--- src/rtl/itcs_pkg.sv ---
`timescale 1ns / 1ps

package itcs_pkg;

   localparam logic [15:0] WORD_MAX     = 16'hffff;
   localparam logic [15:0] PROTO_TCP    = 16'd6;
   localparam logic [15:0] IP_CSUM_POS  = 16'd10;
   localparam logic [15:0] ADDR_FIRST   = 16'd12;
   localparam logic [15:0] MIN_HEADER   = 16'd20;
   localparam logic [15:0] TCP_CSUM_POS = 16'd16;
   localparam logic [15:0] MIN_SEGMENT  = 16'd18;

   localparam logic [1:0] STATUS_OK        = 2'd0;
   localparam logic [1:0] STATUS_BAD_HDR   = 2'd1;
   localparam logic [1:0] STATUS_SHORT_SEG = 2'd2;

   // Packet totals frozen at the last byte
   typedef struct packed {
      logic [15:0] header_sum;
      logic [15:0] segment_sum;
      logic [15:0] pad_word;
      logic [15:0] segment_count;
      logic [1:0]  status;
   } snap_type;

   typedef struct packed {
      logic [15:0] ip_header_checksum;
      logic [15:0] tcp_segment_checksum;
      logic [15:0] segment_length;
      logic [1:0]  status;
   } result_type;

   // End-around carry fold of a sum of up to four 16-bit words
   function automatic logic [15:0] fold18(input logic [17:0] s);
      logic [16:0] f;
      f = {1'b0, s[15:0]} + {15'd0, s[17:16]};
      return f[15:0] + {15'd0, f[16]};
   endfunction

endpackage

--- src/rtl/itcs_req_if.sv ---
`timescale 1ns / 1ps

interface itcs_req_if;
   logic       valid;
   logic       ready;
   logic [7:0] byte_value;
   logic       last_byte;

   modport source (output valid, output byte_value, output last_byte, input ready);
   modport sink (input valid, input byte_value, input last_byte, output ready);
endinterface

--- src/rtl/itcs_rsp_if.sv ---
`timescale 1ns / 1ps

interface itcs_rsp_if;
   logic        valid;
   logic        ready;
   logic [15:0] ip_header_checksum;
   logic [15:0] tcp_segment_checksum;
   logic [15:0] segment_length;
   logic [1:0]  status;

   modport source (output valid, output ip_header_checksum, output tcp_segment_checksum,
                   output segment_length, output status, input ready);
   modport sink (input valid, input ip_header_checksum, input tcp_segment_checksum,
                 input segment_length, input status, output ready);
endinterface

--- src/rtl/itcs_accum.sv ---
`timescale 1ns / 1ps

module itcs_accum (
   input  logic                 clock,
   input  logic                 reset,
   input  logic                 item_go,
   input  logic [7:0]           byte_value,
   input  logic                 last_byte,
   output itcs_pkg::snap_type   snap
);

   logic [15:0] pos_ff, pos_in;
   logic [5:0]  hdr_len_ff, hdr_len_in;
   logic [15:0] hdr_sum_ff, hdr_sum_in;
   logic [15:0] seg_sum_ff, seg_sum_in;
   logic [7:0]  held_ff, held_in;
   logic [15:0] count_ff, count_in;

   logic        active;
   logic [5:0]  hdr_len;
   logic [15:0] shifted;
   logic        in_hdr;
   logic [15:0] off;
   logic [7:0]  seg_byte;
   logic [15:0] addr_term;
   logic [15:0] word_term;
   logic [15:0] hdr_sum_n, seg_sum_n, count_n, pos_n;
   logic [7:0]  held_n;

   always_comb begin
      active   = pos_ff != itcs_pkg::WORD_MAX;
      hdr_len  = (pos_ff == 16'd0) ? {byte_value[3:0], 2'b00} : hdr_len_ff;
      shifted  = pos_ff[0] ? {8'd0, byte_value} : {byte_value, 8'd0};
      in_hdr   = pos_ff < {10'd0, hdr_len};
      off      = pos_ff - {10'd0, hdr_len};
      seg_byte = (off == itcs_pkg::TCP_CSUM_POS || off == itcs_pkg::TCP_CSUM_POS + 16'd1)
                 ? 8'd0 : byte_value;

      // address bytes feed the pseudo-header wherever they fall
      addr_term = (pos_ff >= itcs_pkg::ADDR_FIRST && pos_ff < itcs_pkg::MIN_HEADER)
                  ? shifted : 16'd0;
      word_term = (!in_hdr && off[0]) ? {held_ff, seg_byte} : 16'd0;

      hdr_sum_n = hdr_sum_ff;
      if (in_hdr && pos_ff != itcs_pkg::IP_CSUM_POS
          && pos_ff != itcs_pkg::IP_CSUM_POS + 16'd1) begin
         hdr_sum_n = itcs_pkg::fold18({2'd0, hdr_sum_ff} + {2'd0, shifted});
      end
      seg_sum_n = itcs_pkg::fold18({2'd0, seg_sum_ff} + {2'd0, addr_term}
                                   + {2'd0, word_term});
      held_n    = (!in_hdr && !off[0]) ? seg_byte : held_ff;
      count_n   = count_ff;
      if (!in_hdr && count_ff != itcs_pkg::WORD_MAX) begin
         count_n = count_ff + 16'd1;
      end
      pos_n = pos_ff + 16'd1;

      // oversize packet: bytes past the position limit change nothing
      if (!active) begin
         hdr_len   = hdr_len_ff;
         hdr_sum_n = hdr_sum_ff;
         seg_sum_n = seg_sum_ff;
         held_n    = held_ff;
         count_n   = count_ff;
         pos_n     = pos_ff;
      end
   end

   always_comb begin
      snap.header_sum    = hdr_sum_n;
      snap.segment_sum   = seg_sum_n;
      snap.pad_word      = count_n[0] ? {held_n, 8'd0} : 16'd0;
      snap.segment_count = count_n;
      if ({10'd0, hdr_len} < itcs_pkg::MIN_HEADER || pos_n < {10'd0, hdr_len}) begin
         snap.status = itcs_pkg::STATUS_BAD_HDR;
      end else if (count_n < itcs_pkg::MIN_SEGMENT) begin
         snap.status = itcs_pkg::STATUS_SHORT_SEG;
      end else begin
         snap.status = itcs_pkg::STATUS_OK;
      end
   end

   always_comb begin
      pos_in     = pos_ff;
      hdr_len_in = hdr_len_ff;
      hdr_sum_in = hdr_sum_ff;
      seg_sum_in = seg_sum_ff;
      held_in    = held_ff;
      count_in   = count_ff;
      if (item_go) begin
         if (last_byte) begin
            pos_in     = 16'd0;
            hdr_len_in = 6'd0;
            hdr_sum_in = 16'd0;
            seg_sum_in = 16'd0;
            held_in    = 8'd0;
            count_in   = 16'd0;
         end else begin
            pos_in     = pos_n;
            hdr_len_in = hdr_len;
            hdr_sum_in = hdr_sum_n;
            seg_sum_in = seg_sum_n;
            held_in    = held_n;
            count_in   = count_n;
         end
      end
   end

   always_ff @(posedge clock) begin
      if (reset) begin
         pos_ff     <= 16'd0;
         hdr_len_ff <= 6'd0;
         hdr_sum_ff <= 16'd0;
         seg_sum_ff <= 16'd0;
         held_ff    <= 8'd0;
         count_ff   <= 16'd0;
      end else begin
         pos_ff     <= pos_in;
         hdr_len_ff <= hdr_len_in;
         hdr_sum_ff <= hdr_sum_in;
         seg_sum_ff <= seg_sum_in;
         held_ff    <= held_in;
         count_ff   <= count_in;
      end
   end

endmodule

--- src/rtl/itcs_finish.sv ---
`timescale 1ns / 1ps

module itcs_finish (
   input  itcs_pkg::snap_type   snap,
   output itcs_pkg::result_type result
);

   logic [17:0] tcp_total;

   always_comb begin
      // pad, protocol and length close the pseudo-header sum
      tcp_total = {2'd0, snap.segment_sum} + {2'd0, snap.pad_word}
                + {2'd0, itcs_pkg::PROTO_TCP} + {2'd0, snap.segment_count};
      result.ip_header_checksum   = ~snap.header_sum;
      result.tcp_segment_checksum = ~itcs_pkg::fold18(tcp_total);
      result.segment_length       = snap.segment_count;
      result.status               = snap.status;
   end

endmodule

--- src/rtl/ipv4_tcp_checksum_stream_unit.sv ---
`timescale 1ns / 1ps

// IPv4 header and TCP segment checksum unit, one packet byte per item.
// Throughput: one byte item per cycle while no last byte waits on the output;
// one result item per packet, through the totals and result registers.
// Reset (synchronous, active high) empties all stages and clears packet state.

module ipv4_tcp_checksum_stream_unit (
   input  logic       clock,
   input  logic       reset,
   itcs_req_if.sink   req_chan,
   itcs_rsp_if.source rsp_chan
);

   // Stage 1: byte register
   logic       in_valid_ff, in_valid_in;
   logic [7:0] byte_ff;
   logic       last_ff;

   // Stage 2: packet totals frozen at the last byte
   logic                 snap_valid_ff, snap_valid_in;
   itcs_pkg::snap_type   snap_ff, snap_calc;

   // Stage 3: result register
   logic                 rsp_valid_ff, rsp_valid_in;
   itcs_pkg::result_type rsp_ff, rsp_calc;

   logic out_rdy;
   logic snap_rdy;
   logic in_go;
   logic req_take;

   // Each stage moves on its own; bytes that end no packet never wait on the
   // output, so the byte stream keeps flowing while a result sits unclaimed.
   always_comb begin
      out_rdy  = !rsp_valid_ff || rsp_chan.ready;
      snap_rdy = !snap_valid_ff || out_rdy;
      in_go    = in_valid_ff && (!last_ff || snap_rdy);
      req_take = req_chan.valid && (!in_valid_ff || in_go);
   end

   assign req_chan.ready = !in_valid_ff || in_go;

   always_comb begin
      in_valid_in = in_valid_ff;
      if (req_take) begin
         in_valid_in = 1'b1;
      end else if (in_go) begin
         in_valid_in = 1'b0;
      end

      snap_valid_in = snap_valid_ff;
      if (in_go && last_ff) begin
         snap_valid_in = 1'b1;
      end else if (out_rdy) begin
         snap_valid_in = 1'b0;
      end

      rsp_valid_in = rsp_valid_ff;
      if (snap_valid_ff && out_rdy) begin
         rsp_valid_in = 1'b1;
      end else if (rsp_chan.ready) begin
         rsp_valid_in = 1'b0;
      end
   end

   // Running sums, byte position and header length
   itcs_accum u_accum (
      .clock      (clock),
      .reset      (reset),
      .item_go    (in_go),
      .byte_value (byte_ff),
      .last_byte  (last_ff),
      .snap       (snap_calc)
   );

   // Final fold and complement
   itcs_finish u_finish (
      .snap   (snap_ff),
      .result (rsp_calc)
   );

   always_ff @(posedge clock) begin
      if (reset) begin
         in_valid_ff   <= 1'b0;
         snap_valid_ff <= 1'b0;
         rsp_valid_ff  <= 1'b0;
      end else begin
         in_valid_ff   <= in_valid_in;
         snap_valid_ff <= snap_valid_in;
         rsp_valid_ff  <= rsp_valid_in;
      end
   end

   always_ff @(posedge clock) begin
      if (req_take) begin
         byte_ff <= req_chan.byte_value;
         last_ff <= req_chan.last_byte;
      end
      if (in_go && last_ff) begin
         snap_ff <= snap_calc;
      end
      if (snap_valid_ff && out_rdy) begin
         rsp_ff <= rsp_calc;
      end
   end

   assign rsp_chan.valid                = rsp_valid_ff;
   assign rsp_chan.ip_header_checksum   = rsp_ff.ip_header_checksum;
   assign rsp_chan.tcp_segment_checksum = rsp_ff.tcp_segment_checksum;
   assign rsp_chan.segment_length       = rsp_ff.segment_length;
   assign rsp_chan.status               = rsp_ff.status;

endmodule

--- src/flat_wrapper.sv ---
// flat-port wrapper written by rule: the top's interface ports become plain ports
module ipv4_tcp_checksum_stream_unit_flat 
  (clock, reset, req_chan_valid, req_chan_byte_value, req_chan_last_byte, req_chan_ready, rsp_chan_valid, rsp_chan_ip_header_checksum, rsp_chan_tcp_segment_checksum, rsp_chan_segment_length, rsp_chan_status, rsp_chan_ready);
  itcs_req_if req_chan_i ();
  itcs_rsp_if rsp_chan_i ();
  input  logic clock;
  input  logic reset;
  input wire logic [$bits(req_chan_i.valid)-1:0] req_chan_valid;
  input wire logic [$bits(req_chan_i.byte_value)-1:0] req_chan_byte_value;
  input wire logic [$bits(req_chan_i.last_byte)-1:0] req_chan_last_byte;
  output wire logic [$bits(req_chan_i.ready)-1:0] req_chan_ready;
  output wire logic [$bits(rsp_chan_i.valid)-1:0] rsp_chan_valid;
  output wire logic [$bits(rsp_chan_i.ip_header_checksum)-1:0] rsp_chan_ip_header_checksum;
  output wire logic [$bits(rsp_chan_i.tcp_segment_checksum)-1:0] rsp_chan_tcp_segment_checksum;
  output wire logic [$bits(rsp_chan_i.segment_length)-1:0] rsp_chan_segment_length;
  output wire logic [$bits(rsp_chan_i.status)-1:0] rsp_chan_status;
  input wire logic [$bits(rsp_chan_i.ready)-1:0] rsp_chan_ready;
  assign req_chan_i.valid = req_chan_valid;
  assign req_chan_i.byte_value = req_chan_byte_value;
  assign req_chan_i.last_byte = req_chan_last_byte;
  assign req_chan_ready = req_chan_i.ready;
  assign rsp_chan_valid = rsp_chan_i.valid;
  assign rsp_chan_ip_header_checksum = rsp_chan_i.ip_header_checksum;
  assign rsp_chan_tcp_segment_checksum = rsp_chan_i.tcp_segment_checksum;
  assign rsp_chan_segment_length = rsp_chan_i.segment_length;
  assign rsp_chan_status = rsp_chan_i.status;
  assign rsp_chan_i.ready = rsp_chan_ready;
  ipv4_tcp_checksum_stream_unit u_core (.clock(clock), .reset(reset), .req_chan(req_chan_i), .rsp_chan(rsp_chan_i));
endmodule
--- config.mk ---
export PLATFORM = sky130hd
export DESIGN_NAME = ipv4_tcp_checksum_stream_unit_flat
export DESIGN_NICKNAME = d
export VERILOG_FILES = /design/src/rtl/itcs_pkg.sv /design/src/rtl/itcs_req_if.sv /design/src/rtl/itcs_rsp_if.sv /design/src/rtl/itcs_accum.sv /design/src/rtl/itcs_finish.sv /design/src/rtl/ipv4_tcp_checksum_stream_unit.sv /design/src/flat_wrapper.sv
export SDC_FILE = /design/constraint.sdc
export NUM_CORES = 1
export LEC_CHECK = 0
export BUFFER_PORTS_ARGS = -buffer_cell sky130_fd_sc_hd__buf_2
export CAP_MARGIN = 30
export CORE_UTILIZATION = 59
export CTS_CLUSTER_DIAMETER = 200
export CTS_CLUSTER_SIZE = 12
export DETAILED_ROUTE_END_ITERATION = 8
export PLACE_DENSITY = 0.82
export SLEW_MARGIN = 40
export SYNTH_ARGS = -nofsm -noshare
export SYNTH_HDL_FRONTEND = slang
export SYNTH_HIERARCHICAL = 1
export SYNTH_SLANG_ARGS = --single-unit
--- constraint.sdc ---
create_clock -name clock -period 9.45 [get_ports clock]
set_clock_uncertainty 0.15 [all_clocks]
set_input_delay 1.4175 -clock clock [delete_from_list [all_inputs] [get_ports clock]]
set_output_delay 1.4175 -clock clock [all_outputs]
set_load 0.05 [all_outputs]
==> impl_metrics.py <==
metrics = {
    "drt": {
        "drc": 0,
        "first_pass_iters": 7,
        "viasPerCell": 6.21,
        "wl_per_cell_um": 19.2,
        "dr.first_iter.drc_count": 1008,
        "ant_nets": 0,
        "dr_total_vias": 12318,
        "drt-total-wl_mm": 38.1,
    },
    "setup_path": {
        "path_common_cell": "ha_1",
        "critPathMaxFanout": 16,
        "startpoint_type": "flop",
        "ff2ff_path_depth": 37,
        "worst_ep_required_time_ps": 9570,
        "r2r-end": "u_core/snap_ff[45]",
        "r2r-start": "u_core/u_accum/pos_ff[8]",
        "worstSetupStartpoint": "u_core/u_accum/pos_ff[8]",
        "crit_path_end": "u_core/snap_ff[45]",
        "max_stage_delay_ps": 500,
        "critPathSlowestCell": "or3_4",
        "end_kind": "flop",
        "critPathKind": "flop to flop",
        "worstPathArrival_ps": 9180,
        "reg2reg_slack_ps": 390,
    },
    "timing": {
        "fin_crit_sh_pct": 95.9,
        "fmaxAchievable_ghz": 0.110,
        "hold_violations": 0,
        "timing.slew.headroom_pct": 36.8,
        "period_minus_slack_ps": 9060,
        "setup_tns_ps": 0,
        "final-setup-viol-count": 0,
        "worst_pin_slew_ps": 948,
        "rsz0062_at_grt": "yes",
        "slew_violations": 0,
    },
    "placed_design": {
        "numPortBuffers": 64,
        "hpwl_mm": 28.0,
        "place.gp.congestion": 0.940,
    },
    "pwr": {
        "p_per_area_nw_per_um2": 135,
        "power.total_mw": 2.18,
        "ir_drop_v": 0.000132,
        "cellLeakagePower_nw": 6.56,
    },
    "synth": {
        "ys_seq_area_share_pct": 35.7,
        "syn_area_um2": 15100,
        "yosys_most_used_dff": "edfxtp_1",
        "post-synth-top-area-fraction_pct": 24.9,
        "synth.most_common_cell": "nor2_1",
        "synth.distinct_cells": 114,
        "yosysTopAreaCell": "edfxtp_1",
        "netlist_instances": 1614,
        "synthArstFlopShare_pct": 0,
        "synth.area.top_cells": "edfxtp_1 (25%), dfxtp_1 (11%), ha_1 (7.3%), fa_1 (5.1%), xnor2_1 (4.4%)",
        "ys.warnings.count": 6,
        "synth_edf_count": 125,
        "synth.avg_cell_area_um2": 9.33,
        "synth_commonest_cells": "nor2_1 (143), edfxtp_1 (125), nand2_1 (118), inv_1 (117), ha_1 (88)",
        "ys_ff_latch": 206,
    },
    "global_routing": {
        "grt_pass1_vias": 11858,
        "grt_pass1_wl_mm": 59.7,
        "grtUsageTotal_pct": 28.7,
        "antenna_found_initial": 0,
        "grt-ovfl-total": 0,
        "grt_start_max_net_pins": 56,
    },
    "cells_and_area": {
        "layout.nets": 1778,
        "n_antenna_cell": 0,
        "syn_to_final_growth_pct": 7.62,
        "drive_above_1_share_pct": 12.1,
    },
    "die": {
        "die_area_um2": 26200,
        "chipWidth_um": 162,
        "num_io_pins": 65,
        "start_util_pct": 60.0,
        "coreArea_um2": 25100,
        "die_y_um": 162,
        "row_count": 58,
    },
    "clock_network": {
        "clk_pin_slew_ps": 70,
        "cts_num_sinks": 206,
        "cts_made_buffers": 21,
        "cts-root-buf": "clkbuf_16",
        "tritoncts": "done",
        "htree_num_levels": 1,
        "clock_path_buffers": 3,
        "postCtsHoldBufs": 0,
        "insertion_delay_ps": 530,
    },
    "run": {
        "maxCapViolCount": 0,
    },
    "run_status": {
        "outcome": "finished, final reports clean",
    },
    "min_path": {
        "min_path_type": "flop to flop",
    },
}
## layout make-up
| cell class | count | area (um2) |
|---|---|---|
| inverters | 119 | 447 |
| fillers | 2082 | 8900 |
| clock buffers | 36 | 582 |
| flip-flops and latches | 206 | 5380 |
| clock inverters | 2 | 20.0 |
| well taps | 330 | 413 |
| repair buffers | 83 | 475 |
| multi-input cells | 1208 | 8900 |
## cells by family after synthesis
family                   count (synthesis)  share of synthesized area (%)
buffers and inverters                  207                           6.00
other                                    1                         0.0249
XOR/XNOR                               114                           7.05
adder cells (fa/ha/maj)                126                           12.4
AND/OR/NAND/NOR                        581                           20.2
AO/OA/AOI/OAI                          353                           16.8
multiplexers                            26                           1.84
flip-flops                             206                           35.7
## timing repair
| action | CTS | global route |
|---|---|---|
| gates resized for setup | 0 | 11 |
| setup endpoints to repair | 0 | 24 |
| buffers inserted | 0 | 1 |
## routing by layer
metal	track usage, %	share of wire, %
met1	34.0	40
met2	51.2	50
met3	3.98	5.9
met4	13.2	4.4
met5	0	0
## through the flow
step | worst slack [ps] | instances | instance area [um2] | hold WS (ps) | util, %
after floorplan | 828 | 1621 | 15100 | 289 | -
after global placement | 639 | 1944 | 15500 | 251 | 61.8
after detailed placement | 325 | 1945 | 15500 | 263 | 61.9
after CTS | 277 | 1983 | 16100 | 277 | 64.3
after global routing | -112 | 1984 | 16200 | 287 | 64.6
final | 389 | 1984 | 16200 | 274 | 64.6
## placed cells by master, fill, tap and decap left out, types with 46 or more instances in the layout
cell type  count
a21oi_1       69
nand2_1      117
edfxtp_1     125
buf_2         64
dfxtp_1       81
o21ai_0       58
ha_1          88
and2_1        46
nor2_1       141
xnor2_1       75
inv_1        117
## power breakdown
group / internal (mW) / switching (mW)
Sequential: 0.980 / 0.0144
Combinational: 0.156 / 0.258
Clock: 0.419 / 0.356
## flip-flops by register name, indices dropped and copies added (netlist names), 6 cells and up
signal / flops
u_core/u_accum/count_ff: 16
u_core/rsp_chan.tcp_segment_checksum: 16
u_core/snap_ff: 66
u_core/u_accum/held_ff: 8
u_core/rsp_chan.ip_header_checksum: 16
u_core/u_accum/hdr_sum_ff: 16
u_core/u_accum/pos_ff: 16
u_core/u_accum/seg_sum_ff: 16
u_core/byte_ff: 8
u_core/u_accum/hdr_len_ff: 6
u_core/rsp_chan.segment_length: 16
## worst max-delay path: cells and delay by family, from the launching register on
kind	cells	cell delay, ps
AOI/OAI and AO/OA	11	2150
muxes	2	590
DFF	1	410
and+or+nand+nor	15	3220
buffers and inverters	2	370
xor gates and xnor gates	2	330
adders and majority gates	5	1560
## how the worst min path moves through the flow
stage / from / endpoint / slack (ps) / cells past startpoint
4_1_cts: u_core/snap_ff[1] / u_core/rsp_chan.status[1] / 280 / 0
3_3_place_gp: u_core/snap_ff[0] / u_core/rsp_chan.status[0] / 250 / 0
2_1_floorplan: u_core/u_accum/seg_sum_ff[15] / u_core/u_accum/seg_sum_ff[15] / 290 / 2
6_report: u_core/snap_ff[1] / u_core/rsp_chan.status[1] / 270 / 0
5_1_grt: u_core/snap_ff[0] / u_core/rsp_chan.status[0] / 290 / 0
3_5_place_dp: u_core/snap_ff[1] / u_core/rsp_chan.status[1] / 260 / 0
(Power assumes the default switching activity.)
